$ cat src/rtl/bdrd_pkg.sv
// Package for the business-day return date core: channel word types,
// sequencer codes, calendar tables and constant-divide factors.
// No dependencies; imported by rtl/business_day_return_date_core.sv.
`default_nettype none

package bdrd_pkg;

  typedef struct packed {
    logic [4:0]  start_day;
    logic [3:0]  start_month;
    logic [13:0] start_year;
    logic [9:0]  business_days;
  } in_word_t;

  typedef struct packed {
    logic [4:0]  return_day;
    logic [3:0]  return_month;
    logic [13:0] return_year;
    logic [2:0]  return_weekday;
  } out_word_t;

  typedef enum logic [2:0] {
    ST_IDLE,
    ST_WD_MUL,
    ST_WD_SUM,
    ST_WD_DIV,
    ST_WD_MOD,
    ST_WALK
  } state_t;

  typedef enum logic [1:0] {
    PH_SKIP_START,
    PH_COUNT,
    PH_SKIP_END
  } phase_t;

  // Weekday and month codes
  localparam logic [2:0] WD_SATURDAY = 3'd6;
  localparam logic [2:0] WD_FRIDAY   = 3'd5;
  localparam logic [3:0] MONTH_JAN   = 4'd1;
  localparam logic [3:0] MONTH_FEB   = 4'd2;
  localparam logic [3:0] MONTH_DEC   = 4'd12;

  // Reciprocal factors, both taken as product >> RECIP_SHIFT.
  // Exact for x < 43699 (divide by 100) and x < 104857 (divide by 7).
  localparam int unsigned RECIP_SHIFT = 19;
  localparam logic [16:0] RECIP100    = 17'd5243;
  localparam logic [16:0] RECIP7      = 17'd74899;
  localparam logic [14:0] YEAR_BIAS   = 15'd400;

  // (31 * mm) / 12 term of the weekday formula, indexed by month code
  function automatic logic [5:0] month_offset(input logic [3:0] m);
    logic [5:0] r;
    case (m)
      4'd0:    r = 6'd25;
      4'd1:    r = 6'd28;
      4'd2:    r = 6'd31;
      4'd3:    r = 6'd2;
      4'd4:    r = 6'd5;
      4'd5:    r = 6'd7;
      4'd6:    r = 6'd10;
      4'd7:    r = 6'd12;
      4'd8:    r = 6'd15;
      4'd9:    r = 6'd18;
      4'd10:   r = 6'd20;
      4'd11:   r = 6'd23;
      4'd12:   r = 6'd25;
      4'd13:   r = 6'd28;
      4'd14:   r = 6'd31;
      default: r = 6'd33;
    endcase
    return r;
  endfunction

  // Month length; codes outside January..December count as 31 days
  function automatic logic [4:0] days_in_month(input logic [3:0] m, input logic leap);
    logic [4:0] r;
    case (m)
      4'd2:    r = leap ? 5'd29 : 5'd28;
      4'd4:    r = 5'd30;
      4'd6:    r = 5'd30;
      4'd9:    r = 5'd30;
      4'd11:   r = 5'd30;
      default: r = 5'd31;
    endcase
    return r;
  endfunction

endpackage

`default_nettype wire

$ cat src/rtl/business_day_return_date_core.sv
// Business-day return date core: sequencer, calendar walk and shared
// multiplier for the weekday formula. Depends on rtl/bdrd_pkg.sv.
`default_nettype none
//
// Usage
//   Input channel (in_valid / in_stall / in_data) carries one word with a
//   start date and a count of business days. Output channel (out_valid /
//   out_stall / out_data) returns one word per input: the return date and
//   its weekday (0 Sunday .. 6 Saturday). Friday and Saturday are weekend.
//   in_stall stays high from the accepted word until its result is loaded
//   into the output register; one word is in work at a time.
//   Timing: the walk steps one calendar day per cycle, except while the weekday
//   is rebuilt or the walk holds for the output register. At every month
//   boundary (and once at start) the weekday is rebuilt by a pass through the
//   MUL, SUM, DIV and MOD states and one shared 15x17 multiplier (divide by
//   100, then modulo 7).
//   A finished word sits in the output register while a new input is taken;
//   if the receiver still stalls when the next result is ready, the walk
//   holds until the output register frees up.
//   Reset (rst_n low, synchronous) returns the sequencer to idle and drops
//   any pending output word.
//
module business_day_return_date_core (
  input  wire logic               clk,
  input  wire logic               rst_n,
  input  wire logic               in_valid,
  output      logic               in_stall,
  input  wire bdrd_pkg::in_word_t in_data,
  output      logic               out_valid,
  input  wire logic               out_stall,
  output      bdrd_pkg::out_word_t out_data
);
  import bdrd_pkg::*;

  // Control state
  state_t     state_r, state_nxt;
  phase_t     phase_r, phase_nxt;
  logic       out_valid_r, out_valid_nxt;

  // Walk datapath; the year keeps one extra bit so it can run past the field top
  logic [4:0]  day_r, day_nxt;
  logic [3:0]  month_r, month_nxt;
  logic [14:0] year_r, year_nxt;
  logic [9:0]  left_r, left_nxt;
  logic [2:0]  wday_r, wday_nxt;
  logic        leap_r, leap_nxt;

  // Weekday unit
  logic [31:0] prod_r, prod_nxt;
  logic [14:0] sum_r, sum_nxt;
  logic [14:0] mul_a;
  logic [16:0] mul_b;
  logic [31:0] mul_p;

  out_word_t   out_data_r, out_data_nxt;

  // Helper signals
  logic [14:0] year_b;
  logic        early_month;
  logic [7:0]  q100;
  logic [14:0] rem100;
  logic        rem_zero;
  logic [7:0]  q100_yy;
  logic [14:0] year_yy;
  logic [11:0] q7;
  logic [14:0] wd_full;
  logic        weekend;
  logic        bad_month;
  logic        month_end;
  logic        step;
  logic        done;

  assign in_stall  = (state_r != ST_IDLE);
  assign out_valid = out_valid_r;
  assign out_data  = out_data_r;

  // Shared multiplier: year / 100 during the first pass, sum / 7 in the second
  always_comb begin
    if (state_r == ST_WD_DIV) begin
      mul_a = sum_r;
      mul_b = RECIP7;
    end else begin
      mul_a = year_b;
      mul_b = RECIP100;
    end
    mul_p = 32'(mul_a) * 32'(mul_b);
  end

  always_comb begin
    // Year biased by 400 keeps every formula term non-negative
    year_b      = year_r + YEAR_BIAS;
    early_month = (month_r <= MONTH_FEB);
    q100        = prod_r[RECIP_SHIFT +: 8];
    rem100      = year_b - ({1'b0, q100, 6'b0} + {2'b0, q100, 5'b0} + {5'b0, q100, 2'b0});
    rem_zero    = (rem100 == 15'd0);
    // January and February count as months of the previous year
    year_yy     = year_b - {14'd0, early_month};
    q100_yy     = q100 - {7'd0, early_month & rem_zero};
    q7          = prod_r[RECIP_SHIFT +: 12];
    wd_full     = sum_r - ({q7, 3'b0} - {3'b0, q7});
    weekend     = (wday_r == WD_FRIDAY) || (wday_r == WD_SATURDAY);
    bad_month   = (month_r == 4'd0) || (month_r > MONTH_DEC);
    month_end   = (day_r >= days_in_month(month_r, leap_r));
  end

  always_comb begin
    state_nxt     = state_r;
    phase_nxt     = phase_r;
    out_valid_nxt = out_valid_r;
    day_nxt       = day_r;
    month_nxt     = month_r;
    year_nxt      = year_r;
    left_nxt      = left_r;
    wday_nxt      = wday_r;
    leap_nxt      = leap_r;
    prod_nxt      = prod_r;
    sum_nxt       = sum_r;
    out_data_nxt  = out_data_r;
    step          = 1'b0;
    done          = 1'b0;

    // Drop the output word once taken
    if (out_valid_r && !out_stall) begin
      out_valid_nxt = 1'b0;
    end

    case (state_r)
      ST_IDLE: begin
        if (in_valid) begin
          day_nxt   = in_data.start_day;
          month_nxt = in_data.start_month;
          year_nxt  = {1'b0, in_data.start_year};
          left_nxt  = in_data.business_days;
          phase_nxt = PH_SKIP_START;
          state_nxt = ST_WD_MUL;
        end
      end
      ST_WD_MUL: begin
        prod_nxt  = mul_p;
        state_nxt = ST_WD_SUM;
      end
      ST_WD_SUM: begin
        leap_nxt  = rem_zero ? (q100[1:0] == 2'd0) : (year_r[1:0] == 2'd0);
        sum_nxt   = year_yy + {2'b0, year_yy[14:2]} + {9'd0, q100_yy[7:2]}
                    - {7'd0, q100_yy} + {10'd0, day_r} + {9'd0, month_offset(month_r)};
        state_nxt = ST_WD_DIV;
      end
      ST_WD_DIV: begin
        prod_nxt  = mul_p;
        state_nxt = ST_WD_MOD;
      end
      ST_WD_MOD: begin
        wday_nxt  = wd_full[2:0];
        state_nxt = ST_WALK;
      end
      ST_WALK: begin
        case (phase_r)
          PH_SKIP_START: begin
            if (weekend) step = 1'b1;
            else         phase_nxt = PH_COUNT;
          end
          PH_COUNT: begin
            if (left_r != 10'd0) begin
              if (!weekend) left_nxt = left_r - 10'd1;
              step = 1'b1;
            end else begin
              phase_nxt = PH_SKIP_END;
            end
          end
          PH_SKIP_END: begin
            if (weekend) step = 1'b1;
            else         done = 1'b1;
          end
          default: phase_nxt = PH_SKIP_START;
        endcase

        if (step) begin
          if (month_end) begin
            // Roll to the first of the next month and rebuild the weekday
            day_nxt = 5'd1;
            if ((month_r == MONTH_DEC) || bad_month) begin
              month_nxt = MONTH_JAN;
              year_nxt  = year_r + 15'd1;
            end else begin
              month_nxt = month_r + 4'd1;
            end
            state_nxt = ST_WD_MUL;
          end else begin
            day_nxt  = day_r + 5'd1;
            wday_nxt = (wday_r == WD_SATURDAY) ? 3'd0 : wday_r + 3'd1;
          end
        end

        // Hold the finished word until the output register is free
        if (done && (!out_valid_r || !out_stall)) begin
          out_data_nxt.return_day     = day_r;
          out_data_nxt.return_month   = month_r;
          out_data_nxt.return_year    = year_r[13:0];
          out_data_nxt.return_weekday = wday_r;
          out_valid_nxt               = 1'b1;
          state_nxt                   = ST_IDLE;
        end
      end
      default: state_nxt = ST_IDLE;
    endcase
  end

  always_ff @(posedge clk) begin
    if (!rst_n) begin
      state_r     <= ST_IDLE;
      phase_r     <= PH_SKIP_START;
      out_valid_r <= 1'b0;
    end else begin
      state_r     <= state_nxt;
      phase_r     <= phase_nxt;
      out_valid_r <= out_valid_nxt;
    end
  end

  always_ff @(posedge clk) begin
    day_r      <= day_nxt;
    month_r    <= month_nxt;
    year_r     <= year_nxt;
    left_r     <= left_nxt;
    wday_r     <= wday_nxt;
    leap_r     <= leap_nxt;
    prod_r     <= prod_nxt;
    sum_r      <= sum_nxt;
    out_data_r <= out_data_nxt;
  end

endmodule

`default_nettype wire

$ cat config.mk
export PLATFORM = sky130hd
export DESIGN_NAME = business_day_return_date_core
export DESIGN_NICKNAME = d
export VERILOG_FILES = /design/src/rtl/bdrd_pkg.sv /design/src/rtl/business_day_return_date_core.sv
export SDC_FILE = /design/constraint.sdc
export NUM_CORES = 1
export LEC_CHECK = 0
export ABC_CLOCK_PERIOD_IN_PS = 16500
export BUFFER_PORTS_ARGS = -buffer_cell sky130_fd_sc_hd__buf_4
export CAP_MARGIN = 10
export CORE_UTILIZATION = 30
export CTS_CLUSTER_DIAMETER = 40
export DETAILED_ROUTE_END_ITERATION = 6
export PLACE_DENSITY = 0.48
export SLEW_MARGIN = 10
export SYNTH_ARGS = -nofsm -noshare
export SYNTH_HDL_FRONTEND = slang
export SYNTH_SLANG_ARGS = --single-unit
$ cat constraint.sdc
create_clock -name clk -period 16.5 [get_ports clk]
set_input_delay 1.65 -clock clk [delete_from_list [all_inputs] [get_ports clk]]
set_output_delay 1.65 -clock clk [all_outputs]
set_load 0.005 [all_outputs]
==> run_results.csv <==
group,metric,value,unit
placed_design,dp.cells,1774,
clocking,clkSinkCount,99,
synthesis,synth_edf_count,87,
detailed_routing,wl_met2,13600,microns
critical_path,endpoint,"sum_r[14]",
detailed_routing,wl_met3,444,microns
floorplan,dieHeight,203,microns
timing,min_period,8.58,ns
synthesis,synth_cells,1198,
clocking,clockBufferDepth,2,
global_routing,grt_pass1_wl,46200,microns
critical_path,required,16.61,ns
placed_design,gp_congestion,0.838,
clocking,cts_tree,"yes",
critical_path,worstRegToRegCells,32,
synthesis,yosysUniqueCellTypes,75,
floorplan,core_area,39700,sq um
clocking,cts_max_level,3,
clocking,cts_setup_buffers,0,
layout,area.growth.synth_to_final,11.7,%
global_routing,grt_max_degree,67,
clocking,holdBufCountCts,0,
detailed_routing,wl_per_cell,15.9,microns
critical_path,r2r_slack,7.92,ns
timing,finalCritPeriodShare,52.0,%
critical_path,r2r_start,"year_r[4]",
floorplan,io_pins,65,
detailed_routing,antenna_left,0,
detailed_routing,vias,8127,
layout,layout.nets,1614,
layout,finalNonFillerCells,1790,
synthesis,ys_ff_latch,99,
timing,tightest_slew,1.01,ns
critical_path,path_max_fanout,13,
min_path,hp-class,"reg -> reg",
critical_path,start_kind,"register",
synthesis,avgSynthCellArea,10.1,sq um
synthesis,synth_area_leaders,"fa_1 22%, edfxtp_1 22%, ha_1 19%",
detailed_routing,viasPerCell,4.54,
critical_path,cp-startpoint,"year_r[4]",
critical_path,path_class,"reg -> reg",
run,cap_violations,0,
outcome,outcome,"completed",
clocking,clkTransAtPathRegs,0.08,ns
layout,fillers,4071,
global_routing,overflow,0,
critical_path,worstPathArrival,8.69,ns
timing,setup_viol,0,
detailed_routing,highest_layer,"met4",
clocking,clk_latency,0.36,ns
global_routing,grt_pass1_vias,8574,
critical_path,end_kind,"register",
clocking,cts_root_buf,"clkbuf_16",
clocking,cts_resized,0,
detailed_routing,drcViolationCount,0,
detailed_routing,wl_met1,14100,microns
layout,antennaDiodeCount,0,
synthesis,async_flop_share,0,%
clocking,cts_made_buffers,9,
critical_path,r2r-end,"sum_r[14]",
synthesis,synth-seq-area-share,23.6,%
timing,tns,0,ns
detailed_routing,dr.pass1.iters,4,
critical_path,slowest_delay,0.65,ns
timing,finalHoldViolCount,0,
placed_design,hpwl,24000,microns
synthesis,synth_top_cell_area_share,22.0,%
floorplan,rows,73,
min_path,hold_path_depth,2,
floorplan,die_area,41100,sq um
floorplan,die_w,203,microns
timing,slew-limit-headroom,32.9,%
detailed_routing,drt_iter0_drc,418,
synthesis,synth.largest_area_cell,"fa_1",
placed_design,port_buffers,64,
timing,rsz0062_at_grt,"false",
floorplan,initial_core_util,30.4,%
timing,clock_skew,0.0186,ns
detailed_routing,wirelength,28500,microns
timing,max_freq,116,MHz
synthesis,syn-cell-area,12100,sq um
synthesis,ys_warn_count,0,
synthesis,synthFlopType,"edfxtp_1",
global_routing,grt_use_total,14.4,%
timing,report.final.slew_viol_count,0,
global_routing,antenna_found_initial,0,
critical_path,critPathSlowestCell,"edfxtp_1",
layout,final_layout_size_suffix_gt1_share,9.01,%
[worst max-delay path, delay by kind of cell (launching register included)]
kind / cells / cell delay, ns
XOR/XNOR: 3 / 0.88
AND/OR/NAND/NOR: 7 / 1.36
AO/OA/AOI/OAI: 11 / 1.77
flip-flops: 1 / 0.65
adder cells (fa/ha/maj): 8 / 3.38
buffers and inverters: 3 / 0.29
[worst min-delay path by stage]
stage	start	endpoint	slack [ns]
CTS	phase_r[1]	phase_r[1]	0.50
finish	phase_r[1]	phase_r[1]	0.50
global route	out_valid	out_valid	0.56
global placement	phase_r[1]	phase_r[1]	0.49
floorplan	year_r[9]	out_data[12]	0.42
detailed placement	phase_r[1]	phase_r[1]	0.48
[through the flow]
| step | hold WS [ns] | util (%) | setup WS, ns | cell area (sq um) |
|---|---|---|---|---|
| finish | 0.495 | 34.0 | 7.92 | 13500 |
| global route | 0.558 | 34.0 | 7.29 | 13500 |
| CTS | 0.496 | 34.0 | 7.92 | 13500 |
| detailed placement | 0.485 | 33.2 | 7.95 | 13200 |
| global placement | 0.492 | 33.2 | 8.13 | 13200 |
| floorplan | 0.421 | - | 8.84 | 12100 |
[kinds of logic after synthesis]
family,synth area share [%]
DFF,23.6
buffers and inverters,8.86
adders and majority gates,41.1
and+or+nand+nor,10.3
AOI/OAI and AO/OA,8.64
other,0.0621
xor gates and xnor gates,6.92
muxes,0.600
[registers in the layout (all words and copies together), names as in the netlist, named ones only]
| name | cells |
|---|---|
| state_r | 3 |
| leap_r | 1 |
| left_r | 10 |
| prod_r | 8 |
| year_r | 15 |
| sum_r | 15 |
| wday_r | 3 |
| out_data | 26 |
| month_r | 4 |
| day_r | 5 |
| phase_r | 2 |
| out_valid | 1 |
[layer usage]
layer / global-route usage [%] / vias to the layer above
met1: 20.2 / 4015
li1: - / 4033
met2: 24.2 / 57
met4: 3.11 / 0
met3: 1.22 / 22
met5: 0 / -
[cells in the mapped netlist (all sizes together), types with 8 or more instances]
master / number
nor3: 17
a211oi: 8
inv: 251
nor2: 57
a21boi: 8
nand3: 14
xnor2: 59
and2: 12
nand4: 9
edfxtp: 87
fa: 133
a21o: 9
a21oi: 41
o21ai: 45
nand2: 82
ha: 184
and3: 8
nor2b: 11
dfxtp: 12
clkbuf: 21
xor2: 24
[layout by cell type, fill, tap and decap left out, types with 4 or more instances in the layout]
cell type  count
a211oi_1       7
a21boi_0       7
a21o_1         9
a21oi_1       40
a31oi_1        7
and2_1        11
and3_1         8
buf_4         72
clkbuf_16      9
conb_1         9
dfxtp_1       12
edfxtp_1      87
fa_1         133
ha_1         184
inv_1        249
mux2i_1        5
nand2_1       82
nand2b_1       5
nand3_1       13
nand4_1        9
nor2_1        57
nor2b_1       11
nor3_1        17
nor3b_1        4
o211ai_1       6
o21a_1         7
o21ai_0       41
o21ai_1        4
or2_2          7
or3_1          5
xnor2_1       55
xor2_1        24
[final cells by class]
type                            instances  area (sq um)  area share (%)
Clock buffer                            9           225            1.67
Clock inverter                          7          92.6           0.685
Inverter                              251           942            6.97
Multi-Input combinational cell        827          8200            60.7
Sequential cell                        99          2850            21.1
Tap cell                              525           657            4.86
Timing Repair Buffer                   72           541            4.00
Power is left out: the tool's default activity adds up to more than one toggle a clock period on the data nets, which glitch-free logic cannot reach.
